--- config.mk ---
export PLATFORM = sky130hd
export DESIGN_NAME = periodic_tx_deadline_scheduler
export DESIGN_NICKNAME = d
export VERILOG_FILES = /design/src/rtl/core/ptds_pkg.sv /design/src/rtl/core/ptds_div.sv /design/src/rtl/core/ptds_datapath.sv /design/src/rtl/core/ptds_ctrl.sv /design/src/rtl/core/periodic_tx_deadline_scheduler.sv
export SDC_FILE = /design/constraint.sdc
export NUM_CORES = 2
export LEC_CHECK = 0
export BUFFER_PORTS_ARGS = -buffer_cell sky130_fd_sc_hd__buf_2
export CAP_MARGIN = 20
export CORE_ASPECT_RATIO = 0.8
export CORE_MARGIN = 2
export CORE_UTILIZATION = 35
export DETAILED_ROUTE_END_ITERATION = 16
export SKIP_CTS_REPAIR_TIMING = 1
export SLEW_MARGIN = 20
export SYNTH_ARGS = -nofsm -noshare
export SYNTH_HDL_FRONTEND = slang
export SYNTH_SLANG_ARGS = --single-unit
--- constraint.sdc ---
create_clock -name clk -period 12.3 [get_ports clk]
set_input_delay 1.23 -clock clk [delete_from_list [all_inputs] [get_ports clk]]
set_output_delay 1.23 -clock clk [all_outputs]
set_load 0.01 [all_outputs]
--- src/rtl/core/ptds_pkg.sv ---
// Shared types and constants of the periodic transmit deadline scheduler.
package ptds_pkg;

    localparam int unsigned CATEGORIES_DEF     = 4;
    localparam int unsigned TELEMETRY_SLOT_DEF = 3;
    localparam int unsigned REG_CATS           = 4;
    localparam int unsigned TIME_W             = 32;
    localparam int unsigned PERIOD_W           = 31;
    localparam int unsigned PADDR_W            = 5;

    localparam logic [1:0] OP_START  = 2'd0;
    localparam logic [1:0] OP_UPDATE = 2'd1;
    localparam logic [1:0] OP_POP    = 2'd2;

    // Commands from the controller to the datapath.
    typedef struct packed {
        logic load;       // capture the request fields
        logic chk;        // check the configuration of the selected category
        logic seed;       // write first deadline of the selected category
        logic clear;      // clear the whole schedule
        logic activate;   // mark the schedule active
        logic upd;        // evaluate the selected category of an update
        logic div_go;     // start the remainder unit
        logic upd_done;   // write back an update after the remainder
        logic pop;        // examine the selected category for a pop
        logic tele;       // apply the telemetry mask
        logic [2:0] sel;  // selected category
    } ptds_cmd_t;

    // Status from the datapath to the controller.
    typedef struct packed {
        logic [1:0] op;
        logic       active;
        logic       cfg_bad;
        logic       reached;
        logic       div_busy;
        logic       pop_blocked;
        logic       pop_hit;
        logic       pop_pend;
    } ptds_sts_t;

endpackage

--- src/rtl/core/ptds_div.sv ---
// Serial remainder unit, one quotient bit per cycle.
module ptds_div (
    input  logic                          clk,
    input  logic                          rst_n,
    input  logic                          go,
    input  logic [ptds_pkg::TIME_W-1:0]   dividend,
    input  logic [ptds_pkg::PERIOD_W-1:0] divisor,
    output logic                          busy,
    output logic [ptds_pkg::TIME_W-1:0]   remainder
);
    logic [ptds_pkg::TIME_W-1:0] rem_reg, rem_next;
    logic [ptds_pkg::TIME_W-1:0] num_reg, num_next;
    logic [5:0]                  cnt_reg, cnt_next;
    logic                        busy_reg, busy_next;
    logic [ptds_pkg::TIME_W:0]   shifted;
    logic [ptds_pkg::TIME_W:0]   diff;

    always_comb
    begin
        rem_next  = rem_reg;
        num_next  = num_reg;
        cnt_next  = cnt_reg;
        busy_next = busy_reg;
        shifted   = {rem_reg, num_reg[ptds_pkg::TIME_W-1]};
        diff      = shifted - {2'b00, divisor};
        if (go)
        begin
            rem_next  = '0;
            num_next  = dividend;
            cnt_next  = 6'(ptds_pkg::TIME_W);
            busy_next = (divisor != '0);
        end
        else if (busy_reg)
        begin
            num_next = {num_reg[ptds_pkg::TIME_W-2:0], 1'b0};
            if (!diff[ptds_pkg::TIME_W])
                rem_next = diff[ptds_pkg::TIME_W-1:0];
            else
                rem_next = shifted[ptds_pkg::TIME_W-1:0];
            cnt_next = cnt_reg - 6'd1;
            if (cnt_reg == 6'd1)
                busy_next = 1'b0;
        end
    end

    always_ff @(posedge clk or negedge rst_n)
    begin
        if (!rst_n)
        begin
            busy_reg <= 1'b0;
            cnt_reg  <= '0;
        end
        else
        begin
            busy_reg <= busy_next;
            cnt_reg  <= cnt_next;
        end
    end

    always_ff @(posedge clk)
    begin
        rem_reg <= rem_next;
        num_reg <= num_next;
    end

    assign busy      = busy_reg;
    assign remainder = rem_reg;
endmodule

--- src/rtl/core/ptds_datapath.sv ---
// Schedule state, configuration registers and per-category arithmetic.
module ptds_datapath #(
    parameter int unsigned CATEGORIES     = ptds_pkg::CATEGORIES_DEF,
    parameter int unsigned TELEMETRY_SLOT = ptds_pkg::TELEMETRY_SLOT_DEF
) (
    input  logic                          clk,
    input  logic                          rst_n,
    input  ptds_pkg::ptds_cmd_t           cmd,
    output ptds_pkg::ptds_sts_t           sts,
    input  logic [1:0]                    opcode,
    input  logic [ptds_pkg::TIME_W-1:0]   now_ms,
    input  logic                          telemetry_on,
    input  logic                          cfg_wr,
    input  logic [2:0]                    cfg_idx,
    input  logic [ptds_pkg::PERIOD_W-1:0] cfg_data,
    input  logic [2:0]                    rd_idx,
    output logic [ptds_pkg::PERIOD_W-1:0] rd_data,
    output logic [3:0]                    pending_bits
);
    localparam int unsigned RC = ptds_pkg::REG_CATS;
    localparam int unsigned TW = ptds_pkg::TIME_W;
    localparam int unsigned PW = ptds_pkg::PERIOD_W;
    localparam int unsigned IW = (CATEGORIES > 1) ? $clog2(CATEGORIES) : 1;
    localparam logic [TW-1:0] HALF = {1'b1, {(TW-1){1'b0}}};

    logic [PW-1:0] period_reg [RC];
    logic [PW-1:0] phase_reg  [RC];
    logic [PW-1:0] pcopy_reg  [CATEGORIES];
    logic [TW-1:0] next_reg   [CATEGORIES];
    logic [TW-1:0] rel_reg    [CATEGORIES];
    logic [CATEGORIES-1:0] pend_reg;
    logic          active_reg;
    logic [TW-1:0] last_reg;
    logic          grec_reg;
    logic [1:0]    op_reg;
    logic [TW-1:0] now_reg;
    logic          tele_reg;

    logic [2:0]    sel;
    logic [IW-1:0] idx;
    logic [PW-1:0] p_sel, cfg_p, cfg_ph;
    logic [TW-1:0] d_sel, r_sel, elapsed, latest, lat_age, rel_age;
    logic          div_busy;
    logic [TW-1:0] rem;
    logic          lat_stale, rel_stale;
    logic [PW-1:0] rd_data_int;

    assign sel    = cmd.sel;
    assign idx    = sel[IW-1:0];
    assign p_sel  = pcopy_reg[idx];
    assign d_sel  = next_reg[idx];
    assign r_sel  = rel_reg[idx];
    assign cfg_p  = (32'(sel) < RC) ? period_reg[sel[1:0]] : '0;
    assign cfg_ph = (32'(sel) < RC) ? phase_reg[sel[1:0]] : '0;

    assign elapsed   = now_reg - d_sel;
    assign latest    = now_reg - rem;
    assign lat_age   = rem;
    assign rel_age   = now_reg - r_sel;
    assign lat_stale = (lat_age < HALF) && (lat_age > TW'(p_sel >> 1));
    assign rel_stale = (rel_age < HALF) && (rel_age > TW'(p_sel >> 1));

    ptds_div u_div (
        .clk       (clk),
        .rst_n     (rst_n),
        .go        (cmd.div_go),
        .dividend  (elapsed),
        .divisor   (p_sel),
        .busy      (div_busy),
        .remainder (rem)
    );

    always_ff @(posedge clk or negedge rst_n)
    begin
        if (!rst_n)
        begin
            for (int i = 0; i < RC; i++)
            begin
                period_reg[i] <= '0;
                phase_reg[i]  <= '0;
            end
            for (int i = 0; i < CATEGORIES; i++)
            begin
                pcopy_reg[i] <= '0;
                next_reg[i]  <= '0;
                rel_reg[i]   <= '0;
            end
            pend_reg   <= '0;
            active_reg <= 1'b0;
            last_reg   <= '0;
            grec_reg   <= 1'b0;
            op_reg     <= '0;
            now_reg    <= '0;
            tele_reg   <= 1'b0;
        end
        else
        begin
            if (cfg_wr)
            begin
                if (cfg_idx[2])
                    phase_reg[cfg_idx[1:0]] <= cfg_data;
                else
                    period_reg[cfg_idx[1:0]] <= cfg_data;
            end
            if (cmd.load)
            begin
                op_reg   <= opcode;
                now_reg  <= now_ms;
                tele_reg <= telemetry_on;
            end
            if (cmd.clear)
            begin
                for (int i = 0; i < CATEGORIES; i++)
                begin
                    pcopy_reg[i] <= '0;
                    next_reg[i]  <= '0;
                    rel_reg[i]   <= '0;
                end
                pend_reg   <= '0;
                active_reg <= 1'b0;
                last_reg   <= '0;
                grec_reg   <= 1'b0;
            end
            if (cmd.seed)
            begin
                pcopy_reg[idx] <= cfg_p;
                next_reg[idx]  <= now_reg + TW'(cfg_ph);
            end
            if (cmd.activate)
                active_reg <= 1'b1;
            if (cmd.upd && !sts.reached && pend_reg[idx] && rel_stale)
                pend_reg[idx] <= 1'b0;
            if (cmd.upd_done)
            begin
                next_reg[idx] <= latest + TW'(p_sel);
                rel_reg[idx]  <= latest;
                pend_reg[idx] <= !lat_stale;
            end
            if (cmd.tele && !tele_reg && (TELEMETRY_SLOT < CATEGORIES))
                pend_reg[TELEMETRY_SLOT % CATEGORIES] <= 1'b0;
            if (cmd.pop && pend_reg[idx])
            begin
                pend_reg[idx] <= 1'b0;
                if (!rel_stale)
                begin
                    last_reg <= now_reg;
                    grec_reg <= 1'b1;
                end
            end
        end
    end

    // Elapsed time below half range means the deadline has been reached;
    // the remainder is then (now - d) mod p, and the latest release is now - rem.
    assign sts.op          = op_reg;
    assign sts.active      = active_reg;
    assign sts.cfg_bad     = (cfg_p == '0) || (cfg_ph >= cfg_p);
    assign sts.reached     = elapsed < HALF;
    assign sts.div_busy    = div_busy;
    assign sts.pop_blocked = !active_reg || (grec_reg && last_reg == now_reg);
    assign sts.pop_pend    = pend_reg[idx];
    assign sts.pop_hit     = pend_reg[idx] && !rel_stale;

    assign rd_data      = rd_data_int;
    assign pending_bits = 4'(pend_reg);

    always_comb
    begin
        if (rd_idx[2])
            rd_data_int = phase_reg[rd_idx[1:0]];
        else
            rd_data_int = period_reg[rd_idx[1:0]];
    end
endmodule

--- src/rtl/core/ptds_ctrl.sv ---
// Sequencing controller of the scheduler.
module ptds_ctrl #(
    parameter int unsigned CATEGORIES = ptds_pkg::CATEGORIES_DEF
) (
    input  logic                clk,
    input  logic                rst_n,
    input  logic                in_valid,
    output logic                in_stall,
    output logic                out_valid,
    input  logic                out_stall,
    output ptds_pkg::ptds_cmd_t cmd,
    input  ptds_pkg::ptds_sts_t sts,
    output logic                start_ok,
    output logic                granted,
    output logic [1:0]          granted_category
);
    typedef enum logic [3:0] {
        S_IDLE, S_DISPATCH, S_CHK, S_SEED, S_UPD, S_DIV, S_WB, S_POP, S_DONE, S_OUT
    } state_t;

    localparam logic [2:0] LAST = 3'(CATEGORIES - 1);

    state_t     state_reg;
    logic [2:0] sel_reg;
    logic       ok_reg, gr_reg;
    logic [1:0] cat_reg;

    always_comb
    begin
        cmd       = '0;
        cmd.sel   = sel_reg;
        cmd.load  = (state_reg == S_IDLE) && in_valid;
        cmd.chk   = (state_reg == S_CHK);
        cmd.clear = (state_reg == S_CHK) && (sel_reg == 3'd0);
        cmd.seed  = (state_reg == S_SEED);
        cmd.activate = (state_reg == S_SEED) && (sel_reg == LAST);
        cmd.upd   = (state_reg == S_UPD);
        cmd.div_go = (state_reg == S_UPD) && sts.reached;
        cmd.upd_done = (state_reg == S_WB);
        cmd.tele  = (state_reg == S_DONE) && (sts.op == ptds_pkg::OP_UPDATE) && sts.active;
        cmd.pop   = (state_reg == S_POP);
    end

    assign in_stall         = (state_reg != S_IDLE);
    assign out_valid        = (state_reg == S_OUT);
    assign start_ok         = ok_reg;
    assign granted          = gr_reg;
    assign granted_category = cat_reg;

    always_ff @(posedge clk or negedge rst_n)
    begin
        if (!rst_n)
        begin
            state_reg <= S_IDLE;
            sel_reg   <= '0;
            ok_reg    <= 1'b0;
            gr_reg    <= 1'b0;
            cat_reg   <= '0;
        end
        else
        begin
            unique case (state_reg)
                S_IDLE:
                begin
                    sel_reg <= '0;
                    if (in_valid)
                        state_reg <= S_DISPATCH;
                end
                S_DISPATCH:
                begin
                    ok_reg  <= 1'b0;
                    gr_reg  <= 1'b0;
                    cat_reg <= '0;
                    unique case (sts.op)
                        ptds_pkg::OP_START:  state_reg <= S_CHK;
                        ptds_pkg::OP_UPDATE: state_reg <= sts.active ? S_UPD : S_OUT;
                        ptds_pkg::OP_POP:
                            state_reg <= sts.pop_blocked ? S_OUT : S_POP;
                        default:             state_reg <= S_OUT;
                    endcase
                end
                S_CHK:
                begin
                    if (sts.cfg_bad)
                        state_reg <= S_OUT;
                    else if (sel_reg == LAST)
                    begin
                        sel_reg   <= '0;
                        state_reg <= S_SEED;
                    end
                    else
                        sel_reg <= sel_reg + 3'd1;
                end
                S_SEED:
                begin
                    if (sel_reg == LAST)
                    begin
                        ok_reg    <= 1'b1;
                        state_reg <= S_OUT;
                    end
                    else
                        sel_reg <= sel_reg + 3'd1;
                end
                S_UPD:
                begin
                    if (sts.reached)
                        state_reg <= S_DIV;
                    else if (sel_reg == LAST)
                        state_reg <= S_DONE;
                    else
                        sel_reg <= sel_reg + 3'd1;
                end
                S_DIV:
                begin
                    if (!sts.div_busy)
                        state_reg <= S_WB;
                end
                S_WB:
                begin
                    if (sel_reg == LAST)
                        state_reg <= S_DONE;
                    else
                    begin
                        sel_reg   <= sel_reg + 3'd1;
                        state_reg <= S_UPD;
                    end
                end
                S_POP:
                begin
                    if (sts.pop_hit)
                    begin
                        gr_reg    <= 1'b1;
                        cat_reg   <= sel_reg[1:0];
                        state_reg <= S_OUT;
                    end
                    else if (sel_reg == LAST)
                        state_reg <= S_OUT;
                    else
                        sel_reg <= sel_reg + 3'd1;
                end
                S_DONE:
                    state_reg <= S_OUT;
                S_OUT:
                begin
                    if (!out_stall)
                        state_reg <= S_IDLE;
                end
                default:
                    state_reg <= S_IDLE;
            endcase
        end
    end
endmodule

--- src/rtl/core/periodic_tx_deadline_scheduler.sv ---
// Periodic transmit deadline scheduler, top level.
// One request at a time. An update is paced by the shared serial remainder
// unit, which retires one bit of (now - deadline) mod period per cycle for
// each category whose deadline has been reached. Periods and phases are to be
// written through the APB port only while the block is idle, which the block
// itself does not enforce; they are read back there.
module periodic_tx_deadline_scheduler #(
    parameter int unsigned CATEGORIES     = ptds_pkg::CATEGORIES_DEF,
    parameter int unsigned TELEMETRY_SLOT = ptds_pkg::TELEMETRY_SLOT_DEF
) (
    input  logic                         clk,
    input  logic                         rst_n,
    input  logic                         psel,
    input  logic                         penable,
    input  logic                         pwrite,
    input  logic [ptds_pkg::PADDR_W-1:0] paddr,
    input  logic [31:0]                  pwdata,
    output logic [31:0]                  prdata,
    output logic                         pready,
    input  logic                         in_valid,
    output logic                         in_stall,
    input  logic [1:0]                   opcode,
    input  logic [31:0]                  now_ms,
    input  logic                         telemetry_on,
    output logic                         out_valid,
    input  logic                         out_stall,
    output logic                         start_ok,
    output logic                         granted,
    output logic [1:0]                   granted_category,
    output logic [3:0]                   pending_bits
);
    ptds_pkg::ptds_cmd_t cmd;
    ptds_pkg::ptds_sts_t sts;
    logic [ptds_pkg::PERIOD_W-1:0] rd_data;
    logic cfg_wr;

    assign pready = 1'b1;
    assign cfg_wr = psel && penable && pwrite && (paddr[4:2] <= 3'd7);
    assign prdata = {1'b0, rd_data};

    ptds_ctrl #(.CATEGORIES(CATEGORIES)) u_ctrl (
        .clk              (clk),
        .rst_n            (rst_n),
        .in_valid         (in_valid),
        .in_stall         (in_stall),
        .out_valid        (out_valid),
        .out_stall        (out_stall),
        .cmd              (cmd),
        .sts              (sts),
        .start_ok         (start_ok),
        .granted          (granted),
        .granted_category (granted_category)
    );

    ptds_datapath #(
        .CATEGORIES     (CATEGORIES),
        .TELEMETRY_SLOT (TELEMETRY_SLOT)
    ) u_dp (
        .clk          (clk),
        .rst_n        (rst_n),
        .cmd          (cmd),
        .sts          (sts),
        .opcode       (opcode),
        .now_ms       (now_ms),
        .telemetry_on (telemetry_on),
        .cfg_wr       (cfg_wr),
        .cfg_idx      (paddr[4:2]),
        .cfg_data     (pwdata[30:0]),
        .rd_idx       (paddr[4:2]),
        .rd_data      (rd_data),
        .pending_bits (pending_bits)
    );
endmodule

== After elaboration in Yosys (flattened, before gate mapping) ==
Cells that the tools add are included.

* Bits of input ports: 79
* Register bits after elaboration: 783
* Word-level logic and storage cells: 229
* Output and inout bits: 43

* Reductions and logical operators: 46
* Eq/ne operators: 24
* Multiplexer cells: 95
* Bitwise gates (word level): 6
* $lt $le $gt $ge: 14
* Add/sub/neg operators: 8

{| class="wikitable"
|+ Operators with widths
! operator !! count
|-
| two-way mux 128 bit || 5
|-
| two-way mux 31 bit || 15
|-
| bitwise mux 128 bit || 3
|-
| bitwise mux 124 bit || 3
|-
| two-way mux 32 bit || 11
|-
| binary-select mux 31 bit (select 2 bit) || 5
|-
| two-way mux 124 bit || 2
|-
| binary-select mux 32 bit (select 2 bit) || 2
|-
| demux 31 bit (select 2 bit) || 2
|-
| less-than comparator 32 bit, second input constant || 3
|-
| subtractor 32 bit || 3
|-
| adder 32 x 31 -> 32 bit || 2
|-
| demux 32 bit (select 2 bit) || 1
|-
| > comparator 32 x 30 -> 1 bit || 2
|-
| two-way mux 4 bit || 16
|-
| case mux 4 bit (10 select lines) || 1
|-
| subtractor 33 x 31 -> 33 bit || 1
|-
| == test 32 bit || 1
|-
| greater-or-equal comparator 31 bit || 1
|-
| logical NOT 31 bit || 1
|-
| nonzero test 31 bit || 1
|-
| logical AND 1 bit || 21
|-
| == test 4 x 3 -> 1 bit, second input constant || 4
|-
| two-way mux 3 bit || 5
|-
| other kinds (45) || 82
|}

== Depth between registers and ports, before layout ==
* Word-level depth: 16
* Mapped depth: 31

== Hierarchy ==
From an unflattened synthesis, not the netlist that was laid out.

* Cell total of the unflattened synthesis: 4859
* Area, all modules: 49875.3 um^2

{| class="wikitable"
|+ By module, submodules not included
! module !! area an instance (um^2) !! times used !! seq. area each (um^2) !! cells each
|-
| ptds_datapath || 43938.4 || 1 || 17541.8 || 4224
|-
| ptds_div || 4948.5 || 1 || 1776.7 || 517
|-
| ptds_ctrl || 959.7 || 1 || 275.3 || 113
|-
| periodic_tx_deadline_scheduler || 28.8 || 1 || 0.0 || 5
|}

== Worst setup path after synthesis ==
OpenSTA, ideal clock, no wires.

* Kind: flip-flop to flip-flop
* Start: register u_ctrl.sel_reg[1]
* End: register u_ctrl.sel_reg[2]
* Cell stages (with the launch flop): 32
* Buffers on the path: 6
* Required time: 12.172 ns
* Library setup time: 0.128 ns
* Clock period less this slack: 6.799 ns
* Arrival: 6.672 ns
* Slack: 5.501 ns
* Cells stage by stage: dfrtp_1 -> buf_2 -> buf_1 -> buf_2 -> buf_1 -> clkbuf_1 -> buf_1 -> mux4_2 -> ha_1 -> inv_1 -> fa_1 -> a211oi_1 -> o21bai_1 -> o41ai_1 -> a21oi_1 -> a41oi_1 -> o21ai_0 -> nand4_1 -> nand4b_1 -> a21oi_1 -> xnor2_1 -> ha_1 -> nand2_1 -> nor2_1 -> and3_1 -> o31ai_1 -> nand3_1 -> a22oi_1 -> o21ai_2 -> o21a_1 -> nor4b_4 -> mux2_1

* Cells in the longest elaborated chain, start to end: 11
* Elaborated cells on any way between the ends: 44

{| class="wikitable"
|+ RTL lines
! what !! RTL line !! text
|-
| start: declaration || ptds_ctrl.sv:24 || <nowiki>logic [2:0] sel_reg;</nowiki>
|-
| start signal: assignment || ptds_ctrl.sv:92 || <nowiki>sel_reg <= sel_reg + 3'd1;</nowiki>
|-
| start signal: assignment || ptds_ctrl.sv:102 || <nowiki>sel_reg <= sel_reg + 3'd1;</nowiki>
|-
| start signal: assignment || ptds_ctrl.sv:111 || <nowiki>sel_reg <= sel_reg + 3'd1;</nowiki>
|-
| NOT 2 -> 3 bit (implied by the code) || n/a ||
|-
| binary-select mux 32 bit (select 2 bit) || ptds_datapath.sv:52 || <nowiki>assign r_sel = rel_reg[idx];</nowiki>
|-
| two-way mux 32 bit (implied by the code) (2 in a row) || ptds_datapath.sv:52 ||
|-
| subtractor 32 bit || ptds_datapath.sv:59 || <nowiki>assign rel_age = now_reg - r_sel;</nowiki>
|-
| less-than comparator 32 bit or > comparator 32 x 30 -> 1 bit (tied branches) || ptds_datapath.sv:61 || <nowiki>assign rel_stale = (rel_age < HALF) && (rel_age > TW'(p_sel >> 1));</nowiki>
|-
| logical AND 1 bit || ptds_datapath.sv:61 ||
|-
| logical NOT 1 bit || n/a ||
|-
| logical AND 1 bit || ptds_datapath.sv:162 || <nowiki>assign sts.pop_hit = pend_reg[idx] && !rel_stale;</nowiki>
|-
| != test 2 bit (no line) || n/a ||
|-
| AND reduction 4 bit (no line) || n/a ||
|}

Several ways; a longest one is shown, not always the timed one. The select of a mux whose other input is x is not followed.
A chain may end at the register's enable or synchronous reset.

== Worst setup path after layout ==
* Start: register u_ctrl.sel_reg[0]
* End: register u_ctrl.sel_reg[2]

Same word-level chain as after synthesis.

==> out/summary.md <==
### Status
• complete, no violations — outcome

### Cells and area
• 11.7% — synth-to-layout area growth
• 4887 — Net count, final
• dfrtp_1 — most common library cell in the layout ignoring fill and taps
• 20.2% — fraction of layout instances using a drive strength above 1
• 39.4% — Final Util
• 6407 — non-filler cells in the finished layout
• 716 x dfrtp_1, 360 x o21ai_0, 336 x nand2_1 — commonest cells after routing, fill and taps aside

### Floorplanning
• 136000 um^2 — area inside the core boundary
• 140000 um^2 — Die Area
• 35.2% — starting density of the core
• 121 — standard-cell rows
• 122 — I/O pin count
• 335 um — floorplan die height
• 418 um — Chip Width

### Setup path
• 71 — Critical Path Fanout Max
• reg -> reg — Worst Setup Path Type
• flop — critical path endpoint category
• a21boi_0 — cell mode on critical path
• dfrtp_4 — Worst path slowest cell
• flop — Worst setup SP type
• 4.07 ns — internal reg-to-reg setup slack
• 12.86 ns — data required time at the worst endpoint
• 8.79 ns — WP data arrival
• 1.03 ns — delay of the slowest cell on the worst path

### Power
• 7.90 mW — Power Internal
• 0.148 mV — Peak VDD IR
• 281 nW/um^2 — total power per unit cell area
• 23.4% — Reg power frac
• 7.12 mW — Sw Pwr
• 57.7% — share of total power in combinational logic
• 15.0 mW — PnR Total Power
• 18.9% — clock network fraction of total power
• 23.1 nW — leakage power
• 47.4% — switch share

### Timing
• 0 — final setup violation count
• 20.8% — normalized max-slew margin
• 0.0304 ns — Max Clock Skew
• 8.23 ns — min cycle time layout
• 0 — Final Hold Vio Count
• 0 ns — setup_tns
• 0 — Final Max Slew Viols
• false — setup repair after global routing missed its margin
• 1.19 ns — transition at the pin with the smallest max-transition slack
• 121 MHz — Max Clock Freq
• 66.9% — fraction of the cycle the final worst path needs

### Flow run
• 0 — maxcap violations

### Place
• 108000 um — detailed placer's ending HPWL
• 0.957 — GPL Wtd Cong
• 116 — number of input and output port buffers inserted
• 6237 — placed instance count

### Yosys
• 6.96% — adder and majority gate portion of the synthesized area
• 3.58% — xor-xnor portion of the synthesized cell area
• 91.8% — ys async rst share
• 0 — Yosys warnings
• 10.6 um^2 — mean area per synthesized cell
• 40.9% — fraction of the yosys area taken by sequential cells
• 89 — library cells used by synthesis
• dfrtp_1 — most used flip-flop cell after synthesis
• 16.2% — Compound-Gate Fraction of Synth Area
• 9.67% — synthesized-area fraction occupied by and/or/nand/nor cells
• dfrtp_1 38%, mux4_2 10%, mux2_2 7.4% — top cells by area in the synthesized netlist
• multiplexers — largest family of logic cells by synthesized area
• 32 — EDFF count, synth
• 47900 um^2 — area of the mapped netlist
• 4524 — cell count after synthesis
• 783 — post-synthesis sequential element count
• 18.5% — fraction of synthesized area in multiplexers
• 37.6% — Synth top area share
• dfrtp_1 — cell type with the highest aggregate area in the netlist
• 4866 — net count of the mapped netlist

### GRT
• 179 — pin count of the biggest net entering global routing
• 0 — total congestion overflow after global routing
• 7 — antenna violations before repair
• 36800 — number of global-route vias before repair
• 22.6% — global-route total usage across every layer
• 241000 um — global-route wire length before repair

### Clock network
• 3 — number of levels in the clock H-tree
• 0.06 ns — clock input transition at the sequential cells of the worst setup and hold paths
• clkbuf_16 — clk root buf
• 0.68 ns — clock latency reported for the late side of the worst-skew pair
• 3 — maximum root-to-sink buffer count
• done — CTS tree
• 783 — total clock sinks
• 89 — number of clock buffers inserted by TritonCTS

### Drt
• 6 — count of TritonRoute iterations in the first routing pass
• 0 — post-detailed-route DRC marker count
• 0 — Detail Route Antenna Nets
• 5.88 — via density per instance
• 160000 um — drt total wl
• 37600 — total number of vias
• 3925 — first-iteration detailed-routing DRC count
• 25.0 um — average detailed-routed wire length per instance

### Hold path
• reg -> reg — worst min-delay path category

metal layers:
layer	GRT usage, %	wire (um)	vias up	share of wire (%)
met2	34.2	70300	1668	44
met3	4.40	14100	273	8.8
met5	0	12	-	0.0075
li1	-	-	16700	-
met1	31.6	68900	19000	43
met4	9.11	6800	2	4.2
cells by family (layout without fill, tap and decap cells):
group           Yosys count  after routing
mux                     572            572
flops                   783            783
simple gates            989            989
other cells               2              6
xor+xnor                195            195
buf+inv                 513            609
fa+ha+maj               263            263
compound gates         1207           1207
synth_stat cells (all sizes together) (34+ instances only):
master  count
nand4      40
and2       84
xor2       66
xnor2     129
nor3       36
inv       254
o21ai     362
mux2      317
a22o      113
nand2b     42
a21oi     307
mux2i      37
nand2     336
mux4      218
ha        257
o21bai     34
a211oi     46
buf        51
nor2      258
clkbuf    207
nand3      80
a221oi     87
dfrtp     719
a21o       66
cell type report:
class,count,area (um^2)
Fill cell,13200,82400
Clock buffer,119,2500
Tap cell,1783,2230
Inverter,255,957
Clock inverter,47,584
Sequential cell,783,19600
Multi-Input combinational cell,3228,26500
Timing Repair Buffer,188,1170
Antenna cell,4,10.0
through the flow:
stage	hold slack, ns	setup slack [ns]	instance area, um^2
2_1_floorplan	0.445	5.50	47900
3_3_place_gp	0.457	4.39	50400
3_5_place_dp	0.465	4.28	50400
4_1_cts	0.478	4.25	53500
5_1_grt	0.492	3.67	53500
6_report	0.474	4.07	53500
critical path: cells and delay by family, from the launching register on:
kind,cells,cell delay (ns)
xor+xnor,1,0.12
flops,1,1.03
compound gates,11,2.80
fa+ha+maj,2,0.54
mux,2,0.93
simple gates,7,1.30
buf+inv,3,1.31
path summary, 6_finish.rpt:
path,endpoint,from,depth (start not counted)
hold / removal,u_dp.rel_reg[7]$_DFF_PN0_,u_dp.rel_reg[7]$_DFF_PN0_,2
hold reg to reg,u_dp.rel_reg[7]$_DFF_PN0_,u_dp.rel_reg[7]$_DFF_PN0_,2
max in group asynchronous,u_dp.phase_reg[96]$_DFFE_PN0P_,rst_n,3
setup / recovery,u_ctrl.sel_reg[2]$_DFFE_PN0P_,u_ctrl.sel_reg[0]$_DFFE_PN0P_,26
min in group asynchronous,u_dp.phase_reg[88]$_DFFE_PN0P_,rst_n,1
setup reg to reg,u_ctrl.sel_reg[2]$_DFFE_PN0P_,u_ctrl.sel_reg[0]$_DFFE_PN0P_,26
power groups by stage:
| stage | sequential, mW | clock [mW] | combinational (mW) |
|---|---|---|---|
| detailed placement | 3.54 | 0 | 8.42 |
| global placement | 3.52 | 0 | 8.36 |
| CTS | 3.50 | 2.88 | 8.48 |
| global route | 3.55 | 2.98 | 9.39 |
| floorplan | 3.31 | 0 | 6.02 |
| finish | 3.52 | 2.83 | 8.67 |
(Power assumes the default switching activity.)
